--- src/design/pcaf_pkg.sv ---
`default_nettype none
package pcaf_pkg;

  localparam int LIFE_BITS = 16;
  localparam int CHAN_BITS = 8;
  // Numerator is at most 255 times the divisor.
  localparam int NUM_BITS = CHAN_BITS + LIFE_BITS;
  localparam int DIV_STAGES = 4;
  localparam int BITS_PER_STAGE = CHAN_BITS / DIV_STAGES;
  localparam int LANES = 4;
  localparam int ADDR_BITS = 5;

  typedef enum logic [2:0] {
    REG_COLOR_MODE  = 3'd0,
    REG_ALPHA_MODE  = 3'd1,
    REG_COLOR_START = 3'd2,
    REG_COLOR_MID   = 3'd3,
    REG_COLOR_END   = 3'd4,
    REG_ALPHA_START = 3'd5,
    REG_ALPHA_MID   = 3'd6,
    REG_ALPHA_END   = 3'd7
  } cfg_reg_t;

  localparam logic [2:0] CMODE_TWO   = 3'd1;
  localparam logic [2:0] CMODE_THREE = 3'd2;
  localparam logic [1:0] AMODE_TWO   = 2'd1;
  localparam logic [1:0] AMODE_THREE = 2'd2;

  typedef struct packed {
    logic [LIFE_BITS-1:0] life_left;
    logic [LIFE_BITS-1:0] life_total;
    logic                 type_alive;
    logic [23:0]          color_in;
    logic [7:0]           alpha_in;
  } in_t;

  typedef struct packed {
    logic [23:0] color_out;
    logic [7:0]  alpha_out;
  } out_t;

  typedef struct packed {
    logic [LIFE_BITS-1:0] w1;
    logic [LIFE_BITS-1:0] w2;
    logic                 seg2;
  } weights_t;

  // Weights of the two endpoints; they always sum to the divisor.
  function automatic weights_t calc_weights(input logic [LIFE_BITS-1:0] l,
                                            input logic [LIFE_BITS-1:0] t,
                                            input logic three);
    weights_t             w;
    logic [LIFE_BITS-1:0] ls;
    logic [LIFE_BITS-1:0] e;
    logic [LIFE_BITS:0]   e2;
    logic [LIFE_BITS:0]   tt;
    ls = (l > t) ? t : l;
    e = t - ls;
    e2 = {e, 1'b0};
    tt = {1'b0, t};
    w.seg2 = 1'b0;
    if (t == '0) begin
      w.w1 = LIFE_BITS'(1);
      w.w2 = '0;
    end else if (!three) begin
      w.w1 = ls;
      w.w2 = e;
    end else if (e2 <= tt) begin
      w.w1 = LIFE_BITS'(tt - e2);
      w.w2 = LIFE_BITS'(e2);
    end else begin
      w.seg2 = 1'b1;
      w.w1 = LIFE_BITS'({ls, 1'b0});
      w.w2 = LIFE_BITS'(e2 - tt);
    end
    return w;
  endfunction

endpackage
`default_nettype wire

--- src/design/pcaf_lerp.sv ---
`default_nettype none
module pcaf_lerp (
  input  wire logic                                  clk,
  input  wire logic [pcaf_pkg::DIV_STAGES:0]         en,
  input  wire logic [pcaf_pkg::CHAN_BITS-1:0]        x,
  input  wire logic [pcaf_pkg::CHAN_BITS-1:0]        y,
  input  wire logic [pcaf_pkg::LIFE_BITS-1:0]        w1,
  input  wire logic [pcaf_pkg::LIFE_BITS-1:0]        w2,
  input  wire logic [pcaf_pkg::LIFE_BITS-1:0]        d,
  output logic      [pcaf_pkg::CHAN_BITS-1:0]        q
);

  logic [pcaf_pkg::NUM_BITS-1:0]  rem [0:pcaf_pkg::DIV_STAGES];
  logic [pcaf_pkg::CHAN_BITS-1:0] qv  [0:pcaf_pkg::DIV_STAGES];
  logic [pcaf_pkg::LIFE_BITS-1:0] dv  [0:pcaf_pkg::DIV_STAGES];
  logic [pcaf_pkg::NUM_BITS-1:0]  rem_next [1:pcaf_pkg::DIV_STAGES];
  logic [pcaf_pkg::CHAN_BITS-1:0] qv_next  [1:pcaf_pkg::DIV_STAGES];

  // Restoring division, two quotient bits per stage, most significant first.
  always_comb begin
    logic [pcaf_pkg::NUM_BITS-1:0] r;
    logic [pcaf_pkg::NUM_BITS-1:0] sh;
    logic [pcaf_pkg::CHAN_BITS-1:0] qq;
    int b;
    for (int j = 0; j < pcaf_pkg::DIV_STAGES; j++) begin
      r = rem[j];
      qq = qv[j];
      for (int s = 0; s < pcaf_pkg::BITS_PER_STAGE; s++) begin
        b = pcaf_pkg::CHAN_BITS - 1 - j * pcaf_pkg::BITS_PER_STAGE - s;
        sh = pcaf_pkg::NUM_BITS'(dv[j]) << b;
        if (r >= sh) begin
          r = r - sh;
          qq[b] = 1'b1;
        end
      end
      rem_next[j+1] = r;
      qv_next[j+1] = qq;
    end
  end

  always_ff @(posedge clk) begin
    if (en[0]) begin
      rem[0] <= pcaf_pkg::NUM_BITS'(x) * pcaf_pkg::NUM_BITS'(w1)
              + pcaf_pkg::NUM_BITS'(y) * pcaf_pkg::NUM_BITS'(w2);
      qv[0] <= '0;
      dv[0] <= d;
    end
    for (int j = 1; j <= pcaf_pkg::DIV_STAGES; j++) begin
      if (en[j]) begin
        rem[j] <= rem_next[j];
        qv[j] <= qv_next[j];
        dv[j] <= dv[j-1];
      end
    end
  end

  assign q = qv[pcaf_pkg::DIV_STAGES];

endmodule
`default_nettype wire

--- config.mk ---
export PLATFORM = sky130hd
export DESIGN_NAME = pcaf_lerp
export DESIGN_NICKNAME = d
export VERILOG_FILES = /design/src/design/pcaf_pkg.sv /design/src/design/pcaf_lerp.sv
export SDC_FILE = /design/constraint.sdc
export NUM_CORES = 1
export LEC_CHECK = 0
export BUFFER_PORTS_ARGS = -buffer_cell sky130_fd_sc_hd__buf_2
export CAP_MARGIN = 15
export CELL_PAD_IN_SITES_DETAIL_PLACEMENT = 0
export CELL_PAD_IN_SITES_GLOBAL_PLACEMENT = 1
export CORE_MARGIN = 5
export CORE_UTILIZATION = 37
export DETAILED_ROUTE_END_ITERATION = 7
export PLACE_DENSITY = 0.69
export REMOVE_ABC_BUFFERS = 1
export SETUP_SLACK_MARGIN = 0.15
export SLEW_MARGIN = 20
export SYNTH_ARGS = -nofsm -noshare
export SYNTH_HDL_FRONTEND = slang
export SYNTH_SLANG_ARGS = --single-unit
--- constraint.sdc ---
create_clock -name clk -period 17.66 [get_ports clk]
set_clock_uncertainty 0.2 [all_clocks]
set_input_delay 0.883 -clock clk [delete_from_list [all_inputs] [get_ports clk]]
set_output_delay 0.883 -clock clk [all_outputs]
set_load 0.05 [all_outputs]
* Word level (Yosys, flattened, before mapping) *
Memory sizes are Yosys's and may differ from the RTL's.
Index checks and enable logic that the tools add are counted.

storage, ports and cells
  register bits after elaboration = 0
  RAM bits = 240
  bits of input ports = 70
  output and inout port bits = 8
  word-level logic and storage cells = 48
  memories kept = 3

memories
  memory  words  width  rd ports  clocked after memory_dff  write ports  RTL line         text
  rem     5      24     4         0                         5            pcaf_lerp.sv:13  logic [pcaf_pkg::NUM_BITS-1:0] rem [0:pcaf_pkg::DIV_STAGES];
  dv      5      16     4         0                         5            pcaf_lerp.sv:15  logic [pcaf_pkg::LIFE_BITS-1:0] dv [0:pcaf_pkg::DIV_STAGES];
  qv      5      8      5         0                         5            pcaf_lerp.sv:14  logic [pcaf_pkg::CHAN_BITS-1:0] qv [0:pcaf_pkg::DIV_STAGES];

operators by class
  add/sub/neg operators = 9
  multipliers = 2
  $lt $le $gt $ge = 8
  mux-type cells = 26

operators with widths
  operator                        number
  2-to-1 mux 24 bit               8
  multiplier 8 x 16 -> 24 bit     2
  adder 24 bit                    1
  >= comparator 24 x 16 -> 1 bit  1
  >= comparator 24 x 17 -> 1 bit  1
  >= comparator 24 x 18 -> 1 bit  1
  >= comparator 24 x 19 -> 1 bit  1
  >= comparator 24 x 20 -> 1 bit  1
  >= comparator 24 x 21 -> 1 bit  1
  >= comparator 24 x 22 -> 1 bit  1
  >= comparator 24 x 23 -> 1 bit  1
  subtractor 24 x 16 -> 24 bit    1
  subtractor 24 x 17 -> 24 bit    1
  subtractor 24 x 18 -> 24 bit    1
  subtractor 24 x 19 -> 24 bit    1
  subtractor 24 x 20 -> 24 bit    1
  subtractor 24 x 21 -> 24 bit    1
  subtractor 24 x 22 -> 24 bit    1
  subtractor 24 x 23 -> 24 bit    1
  2-to-1 mux 1 bit                18

* Depth between registers and ports, before layout *
Gate-level depths: netlist (run 1).

  depth after elaboration = 4
  depth in mapped cells = 25

* Worst setup path before layout (run 1) *
Ideal clock, no wire load.

  path kind = input-to-reg
  start = in x[2] (netlist name)
  end = mem rem[0][22] (netlist name) (data pin)
  arrival = 6204 ps
  setup slack = 10998 ps
  stages on the path = 21
  buffers on the path = 1
  path through = clkbuf_1 > nand2_1 > fa_1 > fa_1 > fa_1 > inv_1 > fa_1 > fa_1 > inv_1 > fa_1 > inv_1 > ha_1 > a21oi_1 > nor2b_1 > o21ai_0 > nand2b_1 > a221oi_1 > o311a_1 > o21bai_1 > a21oi_1 > xnor2_1

RTL lines
  what             RTL line         text
  start, declared  pcaf_lerp.sv:5   input wire logic [pcaf_pkg::CHAN_BITS-1:0] x,
  end, declared    pcaf_lerp.sv:13

==> results of run 1 <==
-- critical path, stage by stage --
cell	delay, ns
sky130_fd_sc_hd__buf_2	0.29
sky130_fd_sc_hd__nand2_1	0.13
sky130_fd_sc_hd__fa_1	0.52
sky130_fd_sc_hd__fa_1	0.52
sky130_fd_sc_hd__fa_1	0.53
sky130_fd_sc_hd__inv_1	0.07
sky130_fd_sc_hd__fa_1	0.50
sky130_fd_sc_hd__fa_1	0.54
sky130_fd_sc_hd__inv_1	0.05
sky130_fd_sc_hd__fa_1	0.52
sky130_fd_sc_hd__inv_1	0.04
sky130_fd_sc_hd__ha_1	0.36
sky130_fd_sc_hd__a21oi_1	0.18
sky130_fd_sc_hd__nor2b_1	0.06
sky130_fd_sc_hd__o21ai_0	0.14
sky130_fd_sc_hd__nand2b_1	0.07
sky130_fd_sc_hd__a221oi_1	0.88
sky130_fd_sc_hd__o311a_1	0.27
sky130_fd_sc_hd__o21bai_1	0.09
sky130_fd_sc_hd__a21oi_1	0.17
sky130_fd_sc_hd__xnor2_1	0.07
-- metal layers --
metal | track usage | up-vias | wire (um)
met1 | 0.1858 | 7213 | 20380
met2 | 0.3161 | 161 | 26150
met4 | 0.04765 | 0 | 1094
li1 | - | 7243 | -
met5 | 0 | - | 0
met3 | 0.01960 | 54 | 946
-- final cells by class --
class,count,area [um2],share of cell area
diodes,1,2.502,0.0001105
clock buffers,17,425.4,0.01878
clock inverters,15,185.2,0.008177
inverters,352,1321,0.05834
multi-input cells,1544,13920,0.6148
flip-flops and latches,180,5405,0.2387
well taps,756,945.9,0.04177
repair buffers,84,437.9,0.01934
-- metrics by stage --
stage	worst slack [ns]	hold slack [ns]	utilization	area, um2	std cells
global route	10.44	0.2327	0.4031	22640	2948
floorplan	11.18	0.2003	-	20650	2076
finish	10.79	0.2254	0.4032	22650	2949
detailed placement	10.32	0.2081	0.3923	22030	2916
global placement	10.42	0.2079	0.3923	22030	2916
CTS	10.82	0.2265	0.4031	22640	2948
-- state kept, by name (all words and copies together), names as in the netlist --
signal	count
dv	64
qv	20
rem	96
-- synthesized netlist by cell type (all sizes together), types with 12 or more instances --
cell    number
nor3        19
or3         12
and2       118
o21ai       70
ha         199
o31ai       14
nand2b      19
buf         16
o21bai      20
nand4       22
o21a        14
fa         215
a21o        58
nor2b       17
nor2        87
xor2        32
mux2        69
a21oi      115
nand2      219
nand3       13
xnor2       87
clkbuf      27
inv        352
edfxtp     180
-- final timing paths --
kind                                             end  depth (start not counted)  slack [ns]                start
worst max-delay path            rem[0][22]$_DFFE_PP_                         21       10.79                 x[1]
worst min-delay path             qv[0][31]$_DFFE_PP_                          0        0.23  qv[0][23]$_DFFE_PP_
worst min register to register   qv[0][31]$_DFFE_PP_                          0        0.23  qv[0][23]$_DFFE_PP_
worst max register to register  rem[0][40]$_DFFE_PP_                         21       10.96   dv[0][1]$_DFFE_PP_
-- kinds of logic (layout without fill, tap and decap cells) --
group                      Yosys count  after routing
and+or+nand+nor                    563            563
adders and majority gates          414            414
buffers and inverters              395            468
AOI/OAI and AO/OA                  368            368
DFF                                180            180
xor gates and xnor gates           119            119
muxes                               80             80
other                                0              1
==> summary.md, run 1 <==
The largest family of logic cells by synthesized area was adder cells. The fraction of the mapped netlist area in compound gates was 0.1154; the peak clock frequency supported by timing was 145.5 MHz. The critical path is of the in2reg type. Post-synthesis share of cell area spent on xor and xnor gates: 0.04993.

The weighted congestion reported at the end of routability-driven placement came out at 0.9120. At the pin with the least slew margin, the transition time is 1.039 ns. For this run, the post-layout net count is 2663. The count of input and output buffers was 77; the number of buffers inserted to repair setup after CTS was 0. The height of the die is 247.5 um. TritonCTS built the clock tree. Share of synthesized cell area in full adder, half adder and majority cells: 0.3255. For the worst setup path, the data arrival time is 6.88 ns. The detailed-route via count came out at 14670.

The tightest min-delay check is of the reg2reg type. For the initial core utilization, the log shows 0.3716. The first-pass GRT wire length is 80.11 mm, and the number of remaining DRC errors is 0.

Clock tree synthesis inserted a total of 17 buffers. The number of different library cells used by synthesis comes to 75. The flow ran to the end, and the final reports show no timing, DRC or antenna violations. The final HPWL from detailed placement is 41.83 mm, and the count of pins over their slew limit is 0. The share of cell area taken by muxes after synthesis came out at 0.04358. During synthesis, Yosys emitted a total of 0 warnings. Sorting the synthesized cells by area gives the leading types as sky130_fd_sc_hd__edfxtp_1, sky130_fd_sc_hd__fa_1, sky130_fd_sc_hd__ha_1.

The share of the synthesized area in the top cell type was 0.2590. The part of the cycle the worst path needs was 0.3890; the share of post-route cells with drive strength above 1 was 0.09307. For the number of global-route vias before repair, the log shows 15850.

STA classifies the critical path endpoint as a flop. The required time at the endpoint of the critical path was 17.67 ns. In the synthesized netlist the dominant register cell turns out to be sky130_fd_sc_hd__edfxtp_1. The tools report the final hold violation count as 0. The clock-pin slew of the registers on the worst-case setup and hold paths is 0.08 ns, and the top fanout value on the critical path is 16. The tool flagged a number of max-cap violations equal to 0. The clock tree synthesis step divided the H-tree into 4 levels. For the total of fill cells in the finished design, the log shows 5544. Leaving out fill and tap cells, the most frequent cell in the layout is sky130_fd_sc_hd__inv_1. Entering global routing, the biggest net connects 47 pins.

The clock sink total is 180. Max-slew headroom at the worst pin: 0.3074. The logs give 0 for the count of cells resized by post-cts repair and 5 for the number of iterations in the first detailed-routing pass. The cell type with the highest aggregate area in the netlist is sky130_fd_sc_hd__edfxtp_1. The simple-gate area share of the yosys netlist was 0.1325; the number of buffers between clock root and the deepest sink was 2. For the final routed database, the setup TNS stands at 0 ns.

Summed over all layers, the global routing overflow is 0. The total global routing track utilization came out at 0.1626. Setup violations remaining at the end of the flow were counted as 0. The synthesized design contains 180 enable-type register cells. Clock tree synthesis selected as its root buffer the cell sky130_fd_sc_hd__clkbuf_16. At the later pin of the worst-skew pair, clock insertion delay measures 0.45 ns. The die covers 0.06126 mm2.

Compared with the post-synthesis result, the final layout area differs by 8.500%. The mapped netlist covers 0.02087 mm2. The tools report the critical path launch point type as an input port. After synthesis, the mean cell area works out to 9.850 um2. The number of placement rows is 87, and the synthesized instance count is 2119. Leaving out fill and tap cells, the most frequent cells in the layout are sky130_fd_sc_hd__inv_1, sky130_fd_sc_hd__nand2_1, sky130_fd_sc_hd__fa_1. The detail route stage leaves a number of antenna-violating nets equal to 0. The portion of the post-synthesis area used by sequential elements is 0.2590, and the placeable core area is 0.05617 mm2. The share of synthesized registers carrying an async set or reset was 0; the number of antenna violations at the first check in global routing was 1. From left edge to right edge, the die measures 247.5 um. The routed design has 48.57 mm of wire. The synthesized design contains 180 register bits.

Setup repair after global routing left no endpoint under its margin. The number of hold-repair buffers added at the cts stage is 0, and the number of violations reported at the end of detailed-routing iteration 0 is 501. Dividing the detail-routed via count by the number of cells gives 4.975. The routed wirelength normalized by instance count is 16.47 um, and the shortest clock period the worst path allows after layout is 6.871 ns.

In this run the count of I/O pins placed on the die edge is 78.
Power of run 1 is left out: the tool's default activity adds up to more than one toggle a clock period on the data nets, which glitch-free logic cannot reach.
==> run 2, diff against run 1 <==
clock period = 6.35 ns   (was 17.66 ns; I/O delays follow)
==> summary.md, run 2 (synthesized netlist as in run 1, its figures left out) <==
The run finished with clean final reports. The path class of the tightest hold or removal check is reg2reg. For the maximum number of pins on one net before global-route repair, the log shows 47. For the number of remaining DRC errors, the log shows 0.

The clock sink total was 180. Across the run, the number of max-cap violations was 0. Final hold violation count: 0. The minimum hold slack came out at 0.2186 ns. The floorplan step defined a die boundary enclosing 0.06126 mm2. rem holds more flip-flops than any other register.

The setup path with the least slack is of type reg2reg. Part of the cycle the worst path needs: 0.9407. The total number of H-tree levels came out at 4.

Data on the critical path is required at its endpoint by 6.36 ns. The weighted congestion reported at the end of routability-driven placement came out at 0.9128. Counting instances, the worst hold path has a depth of 0. The count of pins over their slew limit is 0, and the number of buffers between clock root and the deepest sink is 2. Summed over all layers, the routed wires come to 50.45 mm. The shortest clock period the worst path allows after layout came out at 5.973 ns. The worst flop-to-flop path startpoint was dv[0][35]$_DFFE_PP_.

TritonCTS built the clock tree. The critical path capture point type was a flop. Across all register-to-register paths, the minimum setup slack is 0.38 ns. During I/O placement, the number of pins put on the boundary was 78. The critical path endpoint was rem[0][77]$_DFFE_PP_. Data on the critical path arrives at its endpoint at 5.98 ns.

Clock latency on the worst-skew pair, taken at its later pin, is 0.45 ns. The max-slew headroom at the worst pin was 0.3175; the via density per instance was 4.962. Buffers inserted during clock tree synthesis total 17. STA classifies the critical path startpoint as a flop. The largest registers in the layout are rem x96, dv x64, qv x20.

The detailed-route via count is 15070, and the count of input and output buffers is 77. The first-pass GRT wire length came out at 84.24 mm. The post-route setup TNS is 0 ns, and the final design instance area without fill is 0.02339 mm2. Setup repair after global routing left no endpoint under its margin.

The total placed instance area was 0.02263 mm2. The actual slew at the worst max-slew pin came out at 1.024 ns. Walking the worst path, the cells encountered are inv_1, ha_1, and4_1, a21boi_1, o41a_1, o41ai_4, o211a_2, inv_2, mux2_2, fa_1, nor2b_1, o21ai_0, a21boi_0, o31ai_1, buf_4, a21oi_1, o21ai_0, nand3_1, nor3_4, buf_12, buf_4, buf_4, and2_1, a31o_2.

The tools report the number of violations reported at the end of detailed-routing iteration 0 as 769. Global routing finished with a remaining overflow of 0. In this run the worst setup path begins at dv[0][35]$_DFFE_PP_. The number of flip-flops under the largest register name was 96; the setup slack of the critical path after layout was 0.3766 ns. OpenSTA, run right after detailed placement, puts the worst setup slack at 0.006042 ns.

The tools report the final HPWL from detailed placement as 43.66 mm. The height of the die works out to 247.5 um. The tools report the total global routing track utilization as 0.1704. The tools report the endpoint of the worst register-to-register path as rem[0][77]$_DFFE_PP_. Of all nets on the critical path, the largest fanout is 11.

The worst stage delay on the critical path came out at 0.45 ns. The run gives 2 as the number of antenna violations at the first check in global routing. The worst-case reg-to-reg path depth came out at 24. Dividing the detail-routed wire length by the instance count gives 16.61 um. The initial core utilization came out at 0.3716.

In the layout the commonest cells are sky130_fd_sc_hd__inv_1, sky130_fd_sc_hd__nand2_1, sky130_fd_sc_hd__fa_1. The library cell used most frequently in the layout, excluding fill and tap cells, is sky130_fd_sc_hd__inv_1. The post-synthesis to final-layout area growth is 12.06%. At the end of the flow, the number of nets in the layout was 2752. Measured along the x axis, the die boundary spans 247.5 um. The clock-pin slew of the registers on the worst-case setup and hold paths works out to 0.07 ns. Clock root buffer master: sky130_fd_sc_hd__clkbuf_16. For the number of iterations in the first detailed-routing pass, the log shows 6. The peak clock frequency supported by timing was 167.4 MHz. The number of placement rows is 87. The share of post-route cells with drive strength above 1 came out at 0.1215. The final setup violation count is 0. Slowest stage cell on the critical path: sky130_fd_sc_hd__o41a_1.

In this design, the critical path's most frequently occurring cell is sky130_fd_sc_hd__buf_4. The placeable core area was 0.05617 mm2. The number of global-route vias before repair is 16660, and the number of buffers inserted to repair setup after CTS is 0.

The tools report the number of nets with antenna violations after routing as 0. In this run the most critical hold path is launched from qv[0][28]$_DFFE_PP_.
-- run 2: worst max-delay path: cells and delay by family, from the launching register on --
| family | cells | cell delay, ns |
|---|---|---|
| muxes | 1 | 0.32 |
| and+or+nand+nor | 5 | 0.76 |
| adders and majority gates | 2 | 0.70 |
| buffers and inverters | 6 | 0.77 |
| DFF | 1 | 0.42 |
| AOI/OAI and AO/OA | 10 | 2.56 |
-- run 2: repair_timing --
item,CTS,global route
gates resized for setup,0,9
endpoints found under the setup margin,0,34
hold endpoints to repair,24,0
hold buffers,17,0
-- run 2: layout make-up --
class / count / area, um2
Fill cell: 5540 / 32780
Sequential cell: 180 / 5405
Multi-Input combinational cell: 1544 / 13940
Clock inverter: 13 / 141.4
Antenna cell: 1 / 2.502
Timing Repair Buffer: 173 / 1201
Clock buffer: 18 / 429.2
Inverter: 352 / 1321
Tap cell: 756 / 945.9
-- run 2: per-stage QoR --
stage               cells  utilization
floorplan            2076            -
global placement     2988       0.4028
detailed placement   2988       0.4028
CTS                  3036       0.4160
global route         3037       0.4164
finish               3037       0.4164
-- run 2: routing by layer --
layer | vias to the layer above | global-route usage | wire (um)
li1 | 7415 | - | -
met1 | 7366 | 0.1891 | 20170
met2 | 202 | 0.3359 | 27720
met3 | 84 | 0.01712 | 1047
met4 | 2 | 0.05907 | 1505
met5 | - | 0 | 13
-- run 2: how the worst min path moves through the flow --
| stage | to | slack [ns] |
|---|---|---|
| floorplan | qv[0][22]$_DFFE_PP_ | 0.20 |
| global placement | qv[0][35]$_DFFE_PP_ | 0.21 |
| detailed placement | qv[0][36]$_DFFE_PP_ | 0.21 |
| CTS | qv[0][36]$_DFFE_PP_ | 0.22 |
| global route | qv[0][28]$_DFFE_PP_ | 0.23 |
| finish | qv[0][36]$_DFFE_PP_ | 0.22 |
Power of run 2 is left out for the same reason.
==> run 3, diff against run 2 <==
CORE_UTILIZATION = 51   (was 37)
PLACE_DENSITY = 0.88   (was 0.69)
==> summary.md, run 3 (synthesized netlist as in run 1, its figures left out) <==
The tools report the total wirelength of the detailed-routed design as 48.43 mm. The worst hold path begins at en[4]. Number of diodes added for antenna fixing: 0. The slowest stage of the critical path belongs to the cell sky130_fd_sc_hd__a2111o_1. Overflow left after global routing: 0. The worst hold path stage count was 1; the part of the cycle the worst path needs was 0.9411.

During I/O placement, the number of pins put on the boundary was 78. Max-slew headroom at the worst pin: 0.3277. Among cell families on the critical path, the largest total delay comes from compound AO/OA/AOI/OAI gates. Setup violations remaining at the end of the flow were counted as 0. The clock root buffer master is sky130_fd_sc_hd__clkbuf_16.

Based on the critical path, the design can be clocked at up to 167.3 MHz. Once detail routing completed, the nets flagged for antenna violations numbered 0. The routed wirelength normalized by instance count is 17.29 um. The tools report the initial core utilization as 0.5135. The final cell count without fillers was 2801.

The clock sink total was 180; the first-pass GRT wire length was 80.05 mm. The critical path contains buffers and inverters numbering 2 combined. The run gives 0.005405 mm2 as the area occupied by registers.

The run gives 17 as the number of buffers created by CTS. In this design, the stage delay of the slowest critical-path cell is 0.50 ns. The total global routing track utilization is 0.2212, and the final HPWL from detailed placement is 41.48 mm.

The terminating pin of the worst hold path was qv[0][34]$_DFFE_PP_. At the pin with the least slew margin, the transition time is 0.9999 ns. The class of the tightest hold or removal check was in2reg. STA puts the critical path data required time at 6.34 ns. The start-to-end type of the worst setup path is reg2reg. Number of violations reported at the end of detailed-routing iteration 0: 669. The final layout contains 2740 nets. After layout, the worst setup slack is 0.3742 ns.

The data arrival time of the critical path came out at 5.97 ns. In the layout the commonest cells are sky130_fd_sc_hd__inv_1, sky130_fd_sc_hd__nand2_1, sky130_fd_sc_hd__fa_1. The logs give 3492 for the total of fill cells in the finished design and 0 for the number of remaining DRC errors. Max-cap violations in this run came to 0.

The tools report the setup slack at placement as 0.002611 ns. After clock tree synthesis, the clock-pin slew on the worst setup and hold paths is 0.08 ns. Of all nets on the critical path, the largest fanout is 18. TritonCTS built the clock tree. The overall die area came out at 0.04507 mm2. The worst setup path is captured at a flop. In this run the standard cell core region covers 0.04065 mm2. The H-tree was split into 4 levels. The share of post-route cells with drive strength above 1 is 0.1194, and the count of pins over their slew limit is 0. The maximum number of pins on one net before global-route repair was 47. The worst register-to-register path begins at dv[0][4]$_DFFE_PP_. The area of the multi-input gates was 0.01398 mm2; the post-route setup TNS was 0 ns. The critical path crosses 19 cells after its start point. The run finished with clean final reports.

At the end of routability-driven placement, the weighted congestion stood at 0.9580. The register with the most flip-flops in the layout has 96 of them. For this run, the detailed router's first-pass iteration total came to 5. The register with the most flip-flops was rem.

The critical path goes through inv_1, ha_1, a21o_1, a21o_1, a211o_1, a2111o_1, a21oi_4, a21oi_4, mux2_2, ha_1, a2111o_1, o21ba_2, a221o_1, a31oi_2, o21bai_2, a211o_1, or3_4, buf_12, mux2_4. The tools report the slack of the worst reg-to-reg path as 0.37 ns. STA classifies the critical path startpoint as a flop.

Counting tap cells, the placed design contains a total of 2747 instances. From synthesis to final layout, the design area changed by 10.49%. The clock period could shrink to 5.976 ns. The worst-case reg-to-reg path depth works out to 19.

Setup repair after global routing left no endpoint under its margin. The final hold violation count was 0. In the routed layout, each cell is associated on average with a via count of 5.475. The height of the die is 212.3 um.

The source-to-sink clock delay at the later pin of the worst-skew pair was 0.45 ns; the detailed-route via count was 15340. For the number of antenna violations at the first check in global routing, the log shows 1. Measured along the x axis, the die boundary spans 212.3 um. The largest registers in the layout are rem x96, dv x64, qv x20. The worst register-to-register path ends at rem[0][43]$_DFFE_PP_.

The count of input and output buffers is 77, and the number of buffers between clock root and the deepest sink is 2. Leaving out fill and tap cells, the most frequent cell in the layout is sky130_fd_sc_hd__inv_1. Share of the core filled with cells in the final layout: 0.5674. The number of placement rows is 74, and the number of global-route vias before repair is 16540.
==> run 3: stage by stage <==
stage | cell area [um2] | hold WS (ns)
4_1_cts | 22960 | 0.007648
6_report | 23060 | 0.02463
5_1_grt | 23060 | 0.008885
3_5_place_dp | 22190 | 0.2063
3_3_place_gp | 22190 | 0.2075
2_1_floorplan | 20650 | 0.2003
==> run 3: worst max path at each step <==
stage                      endpoint                 start
3_5_place_dp   rem[0][22]$_DFFE_PP_                  x[2]
4_1_cts        rem[0][53]$_DFFE_PP_   dv[0][17]$_DFFE_PP_
6_report       rem[0][43]$_DFFE_PP_    dv[0][4]$_DFFE_PP_
2_1_floorplan  rem[0][40]$_DFFE_PP_  rem[0][13]$_DFFE_PP_
5_1_grt        rem[0][47]$_DFFE_PP_    dv[0][4]$_DFFE_PP_
3_3_place_gp   rem[0][22]$_DFFE_PP_                  x[4]
==> run 3: area by class of cell <==
| cell class | count | share of cell area |
|---|---|---|
| clock buffer | 17 | 0.01845 |
| clock inverter | 15 | 0.007975 |
| inverter | 352 | 0.05729 |
| multi-input combinational | 1545 | 0.6063 |
| sequential | 180 | 0.2344 |
| tap | 532 | 0.02886 |
| timing repair buffer | 160 | 0.04671 |
==> run 3: what timing repair did <==
| action | CTS | global route |
|---|---|---|
| endpoints found under the hold margin | 16 | 0 |
| setup endpoints to repair | 0 | 38 |
| hold buffers | 16 | 0 |
| buffers inserted | 0 | 5 |
| resized for setup | 0 | 15 |
==> run 3: metal layers <==
metal / global-route usage / vias up / share of wire
met5: 0 / - / 0.00025
met4: 0.1031 / 2 / 0.049
met3: 0.02449 / 143 / 0.032
met2: 0.4208 / 372 / 0.53
met1: 0.2464 / 7432 / 0.39
li1: - / 7386 / -
==> run 3: worst register-to-register path, delay by kind of cell, from the launching register on <==
family	cells	cell delay [ns]
simple gates	1	0.39
compound gates	12	3.15
flops	1	0.43
buf+inv	2	0.28
fa+ha+maj	2	0.63
mux	2	0.64
Power of run 3 is left out for the same reason.
